<file path="src/rtt_pkg.sv">
// shared types and constants for the restartable timeout table
// no dependencies
`timescale 1ns / 1ps

package rtt_pkg;

	localparam int SLOT_W      = 4;
	localparam int CMD_W       = 2;
	localparam int DUR_IN_W    = 32;
	localparam int QUEUE_DEPTH = 2;

	typedef logic [SLOT_W-1:0] slot_t;

	typedef enum logic [CMD_W-1:0] {
		OP_ADD     = 2'd0,
		OP_REFRESH = 2'd1,
		OP_REMOVE  = 2'd2,
		OP_TICK    = 2'd3
	} op_t;

	typedef enum logic [1:0] {
		ST_OK     = 2'd0,
		ST_FULL   = 2'd1,
		ST_UNUSED = 2'd2
	} status_t;

	typedef enum logic {
		KIND_REPLY  = 1'b0,
		KIND_EXPIRY = 1'b1
	} kind_t;

	// classified request handed from front to back
	typedef struct packed {
		op_t   op;
		slot_t handle;
		logic  handle_ok;
	} cmd_t;

	typedef struct packed {
		kind_t   kind;
		slot_t   slot;
		status_t status;
		logic    last;
	} result_t;

endpackage

</file>
<file path="src/restartable_timeout_table.sv">
// top level of the restartable timeout table: front stage, request queue, back end
// depends on rtt_pkg, rtt_front, rtt_queue, rtt_back, rtt_ram
`timescale 1ns / 1ps

// a table of NUM_SLOTS one-shot timeouts counted in ticks. each request is add,
// refresh, remove or tick. add claims the lowest free slot and answers with it
// (or reports a full table), refresh reloads a slot's countdown from its stored
// duration, remove frees a slot; refresh or remove of a free or out-of-range
// handle answers "not in use". a tick sweeps the whole table: slots already at
// zero send an expiry and are freed, in ascending order, with last set on the
// highest one; the rest count down by one. a tick with no expiries sends nothing.
// timing: a request is registered in the front stage and passes through a
// two-entry queue, so new requests are taken while the back end is busy. the back
// end takes a request while idle; after that add scans the in-use bits one
// slot per cycle, refresh does one read of the duration ram, and a tick
// visits each slot once through the single read port of the remaining-count ram.
// a stalled result port holds the back end; no clearing pass follows reset since
// count ram values are only used for slots that add has written

module restartable_timeout_table
	import rtt_pkg::*;
#(
	parameter int NUM_SLOTS  = 16,
	parameter int COUNT_BITS = 32
) (
	input  logic                clk,
	input  logic                arst_n,
	input  logic                in_valid,
	output logic                in_ready,
	input  logic [CMD_W-1:0]    command,
	input  logic [SLOT_W-1:0]   handle,
	input  logic [DUR_IN_W-1:0] duration_ticks,
	output logic                out_valid,
	input  logic                out_ready,
	output logic                kind,
	output logic [SLOT_W-1:0]   slot,
	output logic [1:0]          status,
	output logic                last
);

	localparam int Q_W = $bits(cmd_t) + COUNT_BITS;

	// front to queue
	logic                  f_valid;
	logic                  f_ready;
	cmd_t                  f_cmd;
	logic [COUNT_BITS-1:0] f_dur;

	// queue to back
	logic                  q_valid;
	logic                  q_ready;
	logic [Q_W-1:0]        q_data;
	cmd_t                  q_cmd;
	logic [COUNT_BITS-1:0] q_dur;

	result_t               res;

	rtt_front #(
		.NUM_SLOTS (NUM_SLOTS),
		.COUNT_BITS(COUNT_BITS)
	) u_front (
		.clk           (clk),
		.arst_n        (arst_n),
		.in_valid      (in_valid),
		.in_ready      (in_ready),
		.command       (command),
		.handle        (handle),
		.duration_ticks(duration_ticks),
		.cmd_valid     (f_valid),
		.cmd_ready     (f_ready),
		.cmd           (f_cmd),
		.dur           (f_dur)
	);

	rtt_queue #(
		.WIDTH(Q_W)
	) u_queue (
		.clk     (clk),
		.arst_n  (arst_n),
		.wr_valid(f_valid),
		.wr_ready(f_ready),
		.wr_data ({f_cmd, f_dur}),
		.rd_valid(q_valid),
		.rd_ready(q_ready),
		.rd_data (q_data)
	);

	assign {q_cmd, q_dur} = q_data;

	rtt_back #(
		.NUM_SLOTS (NUM_SLOTS),
		.COUNT_BITS(COUNT_BITS)
	) u_back (
		.clk      (clk),
		.arst_n   (arst_n),
		.cmd_valid(q_valid),
		.cmd_ready(q_ready),
		.cmd      (q_cmd),
		.dur      (q_dur),
		.res_valid(out_valid),
		.res_ready(out_ready),
		.res      (res)
	);

	// result fields straight from the back end's output register
	assign kind   = res.kind;
	assign slot   = res.slot;
	assign status = res.status;
	assign last   = res.last;

endmodule

</file>
<file path="src/rtt_ram.sv">
// generic single write port, single read port ram with registered read
// no dependencies
`timescale 1ns / 1ps

module rtt_ram #(
	parameter int WIDTH = 32,
	parameter int DEPTH = 16
) (
	input  logic                     clk,
	input  logic                     we,
	input  logic [$clog2(DEPTH)-1:0] waddr,
	input  logic [WIDTH-1:0]         wdata,
	input  logic                     re,
	input  logic [$clog2(DEPTH)-1:0] raddr,
	output logic [WIDTH-1:0]         rdata
);

	logic [WIDTH-1:0] mem_q [DEPTH];
	logic [WIDTH-1:0] rdata_q;

	always_ff @(posedge clk) begin
		if (we) begin
			mem_q[waddr] <= wdata;
		end
		if (re) begin
			rdata_q <= mem_q[raddr];
		end
	end

	assign rdata = rdata_q;

endmodule

</file>
<file path="src/rtt_front.sv">
// front stage: accepts requests, checks the handle range and sizes the duration
// depends on rtt_pkg
`timescale 1ns / 1ps

module rtt_front
	import rtt_pkg::*;
#(
	parameter int NUM_SLOTS  = 16,
	parameter int COUNT_BITS = 32
) (
	input  logic                  clk,
	input  logic                  arst_n,
	input  logic                  in_valid,
	output logic                  in_ready,
	input  logic [CMD_W-1:0]      command,
	input  logic [SLOT_W-1:0]     handle,
	input  logic [DUR_IN_W-1:0]   duration_ticks,
	output logic                  cmd_valid,
	input  logic                  cmd_ready,
	output cmd_t                  cmd,
	output logic [COUNT_BITS-1:0] dur
);

	logic                  valid_s1;
	cmd_t                  cmd_s1;
	logic [COUNT_BITS-1:0] dur_s1;

	assign in_ready = !valid_s1 || cmd_ready;

	always_ff @(posedge clk or negedge arst_n) begin
		if (!arst_n) begin
			valid_s1 <= 1'b0;
			cmd_s1   <= '0;
			dur_s1   <= '0;
		end else begin
			if (in_valid && in_ready) begin
				valid_s1         <= 1'b1;
				cmd_s1.op        <= op_t'(command);
				cmd_s1.handle    <= handle;
				// handles past the table act as free slots
				cmd_s1.handle_ok <= (32'(handle) < 32'(NUM_SLOTS));
				dur_s1           <= COUNT_BITS'(duration_ticks);
			end else if (cmd_ready) begin
				valid_s1 <= 1'b0;
			end
		end
	end

	assign cmd_valid = valid_s1;
	assign cmd       = cmd_s1;
	assign dur       = dur_s1;

endmodule

</file>
<file path="src/rtt_queue.sv">
// short request queue between front and back
// depends on rtt_pkg
`timescale 1ns / 1ps

module rtt_queue
	import rtt_pkg::*;
#(
	parameter int WIDTH = 40
) (
	input  logic             clk,
	input  logic             arst_n,
	input  logic             wr_valid,
	output logic             wr_ready,
	input  logic [WIDTH-1:0] wr_data,
	output logic             rd_valid,
	input  logic             rd_ready,
	output logic [WIDTH-1:0] rd_data
);

	localparam int PTR_W = (QUEUE_DEPTH > 1) ? $clog2(QUEUE_DEPTH) : 1;
	localparam int CNT_W = $clog2(QUEUE_DEPTH + 1);

	logic [WIDTH-1:0] mem_q [QUEUE_DEPTH];
	logic [PTR_W-1:0] wr_ptr_q;
	logic [PTR_W-1:0] rd_ptr_q;
	logic [CNT_W-1:0] count_q;
	logic             push;
	logic             pop;

	assign wr_ready = (count_q != CNT_W'(QUEUE_DEPTH));
	assign rd_valid = (count_q != '0);
	assign push     = wr_valid && wr_ready;
	assign pop      = rd_valid && rd_ready;
	assign rd_data  = mem_q[rd_ptr_q];

	always_ff @(posedge clk or negedge arst_n) begin
		if (!arst_n) begin
			wr_ptr_q <= '0;
			rd_ptr_q <= '0;
			count_q  <= '0;
			for (int i = 0; i < QUEUE_DEPTH; i++) begin
				mem_q[i] <= '0;
			end
		end else begin
			if (push) begin
				mem_q[wr_ptr_q] <= wr_data;
				wr_ptr_q <= (wr_ptr_q == PTR_W'(QUEUE_DEPTH - 1)) ? '0 : wr_ptr_q + 1'b1;
			end
			if (pop) begin
				rd_ptr_q <= (rd_ptr_q == PTR_W'(QUEUE_DEPTH - 1)) ? '0 : rd_ptr_q + 1'b1;
			end
			if (push && !pop) begin
				count_q <= count_q + 1'b1;
			end else if (pop && !push) begin
				count_q <= count_q - 1'b1;
			end
		end
	end

endmodule

</file>
<file path="src/rtt_back.sv">
// back end: owns the slot table, runs add scans, refresh, remove and tick sweeps
// depends on rtt_pkg and rtt_ram
`timescale 1ns / 1ps

module rtt_back
	import rtt_pkg::*;
#(
	parameter int NUM_SLOTS  = 16,
	parameter int COUNT_BITS = 32
) (
	input  logic                  clk,
	input  logic                  arst_n,
	input  logic                  cmd_valid,
	output logic                  cmd_ready,
	input  cmd_t                  cmd,
	input  logic [COUNT_BITS-1:0] dur,
	output logic                  res_valid,
	input  logic                  res_ready,
	output result_t               res
);

	localparam int IDX_BITS = (NUM_SLOTS > 1) ? $clog2(NUM_SLOTS) : 1;
	localparam int CNT_W    = IDX_BITS + 1;
	localparam logic [CNT_W-1:0] SCAN_END = CNT_W'(NUM_SLOTS);

	typedef enum logic [2:0] {
		S_IDLE,
		S_ADD,
		S_CMD,
		S_REFRESH,
		S_TICK
	} state_t;

	state_t                state_q;
	cmd_t                  cmd_q;
	logic [COUNT_BITS-1:0] dur_q;
	logic [NUM_SLOTS-1:0]  in_use_q;
	logic [CNT_W-1:0]      scan_cnt_q;
	logic                  rd_valid_s1;
	logic [IDX_BITS-1:0]   idx_s1;
	logic                  pend_q;
	logic [IDX_BITS-1:0]   pend_idx_q;
	logic                  out_valid_q;
	result_t               out_q;

	logic                  out_free;
	logic [IDX_BITS-1:0]   cur_idx;
	logic                  cur_used;
	logic [IDX_BITS-1:0]   scan_idx;
	logic                  tick_hit;
	logic                  tick_stall;
	logic                  emit;
	result_t               emit_res;
	logic                  dur_we;
	logic                  dur_re;
	logic [COUNT_BITS-1:0] dur_rdata;
	logic                  rem_we;
	logic [IDX_BITS-1:0]   rem_waddr;
	logic [COUNT_BITS-1:0] rem_wdata;
	logic                  rem_re;
	logic [COUNT_BITS-1:0] rem_rdata;

	rtt_ram #(
		.WIDTH(COUNT_BITS),
		.DEPTH(NUM_SLOTS)
	) u_dur_ram (
		.clk  (clk),
		.we   (dur_we),
		.waddr(scan_idx),
		.wdata(dur_q),
		.re   (dur_re),
		.raddr(cur_idx),
		.rdata(dur_rdata)
	);

	rtt_ram #(
		.WIDTH(COUNT_BITS),
		.DEPTH(NUM_SLOTS)
	) u_rem_ram (
		.clk  (clk),
		.we   (rem_we),
		.waddr(rem_waddr),
		.wdata(rem_wdata),
		.re   (rem_re),
		.raddr(scan_idx),
		.rdata(rem_rdata)
	);

	assign out_free   = !out_valid_q || res_ready;
	assign cur_idx    = IDX_BITS'(cmd_q.handle);
	assign cur_used   = cmd_q.handle_ok && in_use_q[cur_idx];
	assign scan_idx   = scan_cnt_q[IDX_BITS-1:0];
	assign tick_hit   = rd_valid_s1 && in_use_q[idx_s1] && (rem_rdata == '0);
	// a second expiry cannot retire while the held one has nowhere to go
	assign tick_stall = tick_hit && pend_q && !out_free;
	assign cmd_ready  = (state_q == S_IDLE);

	always_comb begin
		emit      = 1'b0;
		emit_res  = '{kind: KIND_REPLY, slot: '0, status: ST_OK, last: 1'b1};
		dur_we    = 1'b0;
		dur_re    = 1'b0;
		rem_we    = 1'b0;
		rem_waddr = scan_idx;
		rem_wdata = dur_q;
		rem_re    = 1'b0;
		case (state_q)
			S_ADD: begin
				if (scan_cnt_q == SCAN_END) begin
					if (out_free) begin
						emit            = 1'b1;
						emit_res.status = ST_FULL;
					end
				end else if (!in_use_q[scan_idx] && out_free) begin
					emit          = 1'b1;
					emit_res.slot = SLOT_W'(scan_idx);
					dur_we        = 1'b1;
					rem_we        = 1'b1;
				end
			end
			S_CMD: begin
				if (out_free) begin
					if (!cur_used) begin
						emit            = 1'b1;
						emit_res.slot   = cmd_q.handle;
						emit_res.status = ST_UNUSED;
					end else if (cmd_q.op == OP_REMOVE) begin
						emit          = 1'b1;
						emit_res.slot = cmd_q.handle;
					end else begin
						dur_re = 1'b1;
					end
				end
			end
			S_REFRESH: begin
				if (out_free) begin
					emit          = 1'b1;
					emit_res.slot = cmd_q.handle;
					rem_we        = 1'b1;
					rem_waddr     = cur_idx;
					rem_wdata     = dur_rdata;
				end
			end
			S_TICK: begin
				if (!tick_stall) begin
					if (tick_hit && pend_q) begin
						emit = 1'b1;
						emit_res = '{kind: KIND_EXPIRY, slot: SLOT_W'(pend_idx_q),
							status: ST_OK, last: 1'b0};
					end
					if (rd_valid_s1 && !tick_hit && in_use_q[idx_s1]) begin
						rem_we    = 1'b1;
						rem_waddr = idx_s1;
						rem_wdata = rem_rdata - 1'b1;
					end
					if (scan_cnt_q != SCAN_END) begin
						rem_re = 1'b1;
					end else if (!rd_valid_s1 && pend_q && out_free) begin
						emit = 1'b1;
						emit_res = '{kind: KIND_EXPIRY, slot: SLOT_W'(pend_idx_q),
							status: ST_OK, last: 1'b1};
					end
				end
			end
			default: begin
			end
		endcase
	end

	always_ff @(posedge clk or negedge arst_n) begin
		if (!arst_n) begin
			state_q     <= S_IDLE;
			cmd_q       <= '0;
			dur_q       <= '0;
			in_use_q    <= '0;
			scan_cnt_q  <= '0;
			rd_valid_s1 <= 1'b0;
			idx_s1      <= '0;
			pend_q      <= 1'b0;
			pend_idx_q  <= '0;
			out_valid_q <= 1'b0;
			out_q       <= '0;
		end else begin
			if (emit) begin
				out_valid_q <= 1'b1;
				out_q       <= emit_res;
			end else if (res_ready) begin
				out_valid_q <= 1'b0;
			end
			case (state_q)
				S_IDLE: begin
					if (cmd_valid) begin
						cmd_q       <= cmd;
						dur_q       <= dur;
						scan_cnt_q  <= '0;
						rd_valid_s1 <= 1'b0;
						pend_q      <= 1'b0;
						case (cmd.op)
							OP_ADD:  state_q <= S_ADD;
							OP_TICK: state_q <= S_TICK;
							default: state_q <= S_CMD;
						endcase
					end
				end
				S_ADD: begin
					if (scan_cnt_q == SCAN_END) begin
						if (out_free) begin
							state_q <= S_IDLE;
						end
					end else if (!in_use_q[scan_idx]) begin
						if (out_free) begin
							in_use_q[scan_idx] <= 1'b1;
							state_q            <= S_IDLE;
						end
					end else begin
						scan_cnt_q <= scan_cnt_q + 1'b1;
					end
				end
				S_CMD: begin
					if (out_free) begin
						if (!cur_used) begin
							state_q <= S_IDLE;
						end else if (cmd_q.op == OP_REMOVE) begin
							in_use_q[cur_idx] <= 1'b0;
							state_q           <= S_IDLE;
						end else begin
							state_q <= S_REFRESH;
						end
					end
				end
				S_REFRESH: begin
					if (out_free) begin
						state_q <= S_IDLE;
					end
				end
				S_TICK: begin
					if (!tick_stall) begin
						if (tick_hit) begin
							in_use_q[idx_s1] <= 1'b0;
							pend_q           <= 1'b1;
							pend_idx_q       <= idx_s1;
						end
						if (scan_cnt_q != SCAN_END) begin
							rd_valid_s1 <= 1'b1;
							idx_s1      <= scan_idx;
							scan_cnt_q  <= scan_cnt_q + 1'b1;
						end else begin
							rd_valid_s1 <= 1'b0;
							if (!rd_valid_s1 && (!pend_q || out_free)) begin
								state_q <= S_IDLE;
							end
						end
					end
				end
				default: begin
					state_q <= S_IDLE;
				end
			endcase
		end
	end

	assign res_valid = out_valid_q;
	assign res       = out_q;

endmodule
</file>
<file path="config.mk">
export PLATFORM = sky130hd
export DESIGN_NAME = restartable_timeout_table
export DESIGN_NICKNAME = d
export VERILOG_FILES = /design/src/rtt_pkg.sv /design/src/restartable_timeout_table.sv /design/src/rtt_ram.sv /design/src/rtt_front.sv /design/src/rtt_queue.sv /design/src/rtt_back.sv
export SDC_FILE = /design/constraint.sdc
export NUM_CORES = 1
export LEC_CHECK = 0
export BUFFER_PORTS_ARGS = -buffer_cell sky130_fd_sc_hd__buf_4
export CAP_MARGIN = 20
export CORE_MARGIN = 1.5
export CORE_UTILIZATION = 55
export DETAILED_ROUTE_END_ITERATION = 10
export PLACE_DENSITY_LB_ADDON = 0.08
export SETUP_SLACK_MARGIN = 0.02
export SLEW_MARGIN = 20
export SYNTH_ARGS = -nofsm -noshare
export SYNTH_HDL_FRONTEND = slang
export SYNTH_SLANG_ARGS = --single-unit
</file>
<file path="constraint.sdc">
create_clock -name clk -period 8.2 [get_ports clk]
set_input_delay 0.41 -clock clk [delete_from_list [all_inputs] [get_ports clk]]
set_output_delay 0.41 -clock clk [all_outputs]
set_load 0.005 [all_outputs]
</file>
==> metrics list <==
- Number of flops mapped to enable cells by yosys: 1,088
* Number of warning messages in the yosys log: 0
- For the worst flop-to-flop path, the logic depth is 7.
- Summed over all nets, the half-perimeter wirelength after detailed placement is 67,700 um.
* Deepest level of the CTS H-tree: 4
- The global routing stage identified its most utilized layer as met2.
- Share of synthesized registers carrying an async set or reset: 0.158
- Number of buffers inserted during clock tree synthesis: 134
- Number of cell rows: 111
- Total global routing overflow: 0
- Maximum number of pins on one net before global-route repair: 106
- Worst clock skew: 0.0258 ns
* Via count: 24,900
- For the pin with the worst max-slew slack, the measured transition is 1.09 ns.
- Data required time of the worst path: 8.56 ns
- The longest clock path from root to sink contains 3 buffers.
* GRT Total Usage: 0.248
* Clock-pin slew on the worst setup and hold paths: 0.06 ns
- The synthesized netlist contains 73 unique library cells.
- IR analysis of the VDD net gives a maximum drop of 0.000238 V.
- Top achievable clock speed: 215 MHz
- Routability congestion estimate from global placement: 0.851
- Final wirelength: 113,000 um
- For this design the static power due to leakage is 19.1 nW.
* CTS Root Buffer Type: sky130_fd_sc_hd__clkbuf_16
- Before antenna repair, the detailed router went through 6 iterations.
- Of the post-synthesis cell area, the dominant cell type holds 0.640.
- Met3 routing resource usage after global routing: 0.0367
* Total core area: 91,800 um2
- Max transition margin: 0.271
- Summing every instance area after synthesis gives 51,100 um2.
- Overall Power: 20.4 mW
* Post-DR wirelength/cell: 28.3 um
* Iteration-0 DRC count of the detailed router: 2,571
- Power density over cell area: 351 nW/um2
* Vias in the first global route: 25,800
- Dividing the final minimum period by the clock period gives 0.568.
- The number of hold violations in the final report was 0.
- Initial Util: 0.556
* Clock sink count: 1,292
* Antenna violation net count after detailed routing: 0
- Final count of negative-setup-slack endpoints: 0
- Relative to the synthesized area, the layout overhead comes to 13.6%.
- The flow ran to the end, and the final reports show no timing, DRC or antenna violations.
* First-pass GRT wire length: 170,000 um
* Post-route setup TNS: 0 ns
* Clock network latency to the later pin of the worst-skew pair: 0.74 ns
- Number of port buffers: 51
* Type of element launching the critical path: flop
- Setup repair after global routing missed its margin: no
- Die H: 308 um
- The worst setup path is captured at a flop.
- Met2 demand-to-capacity share in global routing: 0.394
- The number of antenna violations at the first check in global routing came to 1.
- Post-layout nets: 2,711
- For the finished layout, the period the worst path requires is 4.66 ns.
* Non-filler instance count after layout: 4,006
- The min-delay analysis places its worst path in the category primary input to flop.
* Boundary pin count: 52
* Max-slew violation count: 0
- From left edge to right edge, the die measures 308 um.
- Along the worst path, the maximum fanout reaches 41.
- Commonest register cell after synthesis: sky130_fd_sc_hd__edfxtp_1
- The worst setup path is of the flop to flop kind.
* WHS Path Cells: 3
* Number of placed cells counting well taps: 3,726
- Top cells by area in the synthesized netlist: sky130_fd_sc_hd__edfxtp_1, sky130_fd_sc_hd__mux4_2, sky130_fd_sc_hd__dfrtp_1
- The tool flagged a number of max-cap violations equal to 0.
* Cells after Synth: 2,501
* Via/cell ratio: 6.21
- For the worst setup path, the data arrival time is 5.02 ns.
- Flop and latch count out of synthesis: 1,292
- After detailed routing, the number of remaining DRC violations is 0.
* Average instance area after synthesis: 20.4 um2
- The share of the Yosys chip area taken by registers is 0.740.
- Postcts setup bufs: 0
- Counting every net in the synthesized netlist gives 2,552.
* Met1 track utilization from global routing: 0.368
* TritonCTS clock tree: done
* Biggest area consumer among synthesized cells: sky130_fd_sc_hd__edfxtp_1
- Area enclosed by the die boundary: 94,700 um2
- Of the cells placed in the final design, the portion with a size suffix greater than 1 is 0.307.
stage by stage:
step                hold WS (ns)  worst slack, ns  utilization  instance area (um2)
floorplan                  0.114             1.79            -                51100
global placement           0.455             3.32        0.580                53200
detailed placement         0.472             3.12        0.581                53400
CTS                       0.0807             3.10        0.632                58000
global route               0.152             3.34        0.632                58000
finish                     0.159             3.54        0.632                58000
state kept, by name, indices dropped and copies added, names as in the netlist, 2 cells and up:
name / flops
u_back.cur_idx: 4
u_front.dur: 32
u_back.scan_cnt_q: 5
u_back.res: 8
u_back.pend_idx_q: 4
u_front.cmd: 7
u_back.u_dur_ram.mem_q: 512
u_queue.count_q: 2
u_back.in_use_q: 16
u_back.idx_s1: 4
u_back.cmd_q: 3
u_back.u_rem_ram.rdata: 32
u_back.dur_q: 32
u_back.u_dur_ram.rdata: 32
u_queue.mem_q: 78
u_back.state_q: 3
u_back.u_rem_ram.mem_q: 512
synthesized netlist by cell type (all sizes together) (17+ instances only):
master / number
nand2: 103
a31oi: 17
a21oi: 30
clkbuf: 87
inv: 17
a221o: 25
xnor2: 21
nor2: 61
dfrtp: 204
buf: 49
edfxtp: 1088
nand2b: 20
mux2i: 54
nor3: 22
nand3: 20
mux4: 324
mux2: 125
nor4: 21
o21ai: 64
cells in the final DEF (no fill, tap or decap), types with 6 or more instances in the layout:
cell	n
sky130_fd_sc_hd__mux4_2	324
sky130_fd_sc_hd__dfrtp_1	195
sky130_fd_sc_hd__a22oi_1	16
sky130_fd_sc_hd__nand2_1	101
sky130_fd_sc_hd__clkinv_1	19
sky130_fd_sc_hd__inv_1	15
sky130_fd_sc_hd__mux2i_1	54
sky130_fd_sc_hd__nand3_1	19
sky130_fd_sc_hd__nor4_2	17
sky130_fd_sc_hd__a21o_1	6
sky130_fd_sc_hd__a31oi_1	17
sky130_fd_sc_hd__nand2b_1	20
sky130_fd_sc_hd__clkbuf_8	9
sky130_fd_sc_hd__and2_1	9
sky130_fd_sc_hd__nor2_4	12
sky130_fd_sc_hd__a21oi_2	11
sky130_fd_sc_hd__ha_1	9
sky130_fd_sc_hd__o221ai_1	11
sky130_fd_sc_hd__edfxtp_1	1088
sky130_fd_sc_hd__mux2_2	125
sky130_fd_sc_hd__clkbuf_1	29
sky130_fd_sc_hd__dlygate4sd3_1	40
sky130_fd_sc_hd__o21ai_0	55
sky130_fd_sc_hd__buf_4	110
sky130_fd_sc_hd__nor3_2	6
sky130_fd_sc_hd__xnor2_1	21
sky130_fd_sc_hd__a21oi_1	18
sky130_fd_sc_hd__clkinv_2	24
sky130_fd_sc_hd__or3_1	7
sky130_fd_sc_hd__nor2b_1	15
sky130_fd_sc_hd__bufinv_16	6
sky130_fd_sc_hd__xor2_1	10
sky130_fd_sc_hd__nor2_1	49
sky130_fd_sc_hd__clkbuf_16	139
sky130_fd_sc_hd__nor3_1	16
sky130_fd_sc_hd__a221o_1	25
where the power goes:
| part | leakage, nW | switching [mW] | internal [mW] |
|---|---|---|---|
| clock network | 2.08 | 2.43 | 3.38 |
| registers | 12.3 | 0.832 | 8.63 |
| logic | 4.66 | 2.85 | 2.26 |
| total | 19.1 | 6.11 | 14.3 |
final timing paths:
check / startpoint / end / slack (ns)
setup / recovery: u_back.scan_cnt_q[0] / u_back.u_dur_ram.mem_q[2][12] / 3.54
setup reg to reg: u_back.scan_cnt_q[0] / u_back.u_dur_ram.mem_q[2][12] / 3.54
hold reg to reg: u_back.cmd_q[6] / u_back.cmd_q[6] / 0.48
hold / removal: out_ready / u_back.res_valid / 0.16
max in group asynchronous: arst_n / u_front.dur[6] / 6.43
min in group asynchronous: arst_n / u_back.res_valid / 0.31
routing by layer:
layer / wire length, um / share of wire
met2: 55500 / 0.49
met1: 49400 / 0.44
met4: 1760 / 0.015
met5: 0 / 0
met3: 6780 / 0.060
cell families after synthesis:
| group | after synthesis | synth area share |
|---|---|---|
| fa+ha+maj | 9 | 0.00220 |
| xor+xnor | 31 | 0.00532 |
| flops | 1292 | 0.740 |
| buf+inv | 153 | 0.0119 |
| simple gates | 310 | 0.0313 |
| mux | 503 | 0.181 |
| compound gates | 203 | 0.0287 |
critical path, cell delays in order (launching register included):
cell and delay, ns:
sky130_fd_sc_hd__dfrtp_4 0.94, sky130_fd_sc_hd__mux4_2 0.60, sky130_fd_sc_hd__and2_0 0.19, sky130_fd_sc_hd__a31oi_1 0.34
sky130_fd_sc_hd__and4_1 0.62, sky130_fd_sc_hd__nand2_1 0.34, sky130_fd_sc_hd__nor3_2 0.65, sky130_fd_sc_hd__buf_4 0.56
repair_timing:
action                    CTS  global route
hold buffers               40             0
hold endpoints to repair  141             0
gates resized for setup     0             0
area by class of cell:
| cell class | instances | area, um2 |
|---|---|---|
| diodes | 1 | 2.50 |
| clock buffers | 177 | 3710 |
| clock inverters | 61 | 513 |
| fillers | 6199 | 33800 |
| inverters | 17 | 63.8 |
| multi-input cells | 1056 | 13000 |
| flip-flops and latches | 1292 | 37800 |
| well taps | 1243 | 1560 |
| repair buffers | 159 | 1410 |
(Power assumes the default switching activity.)
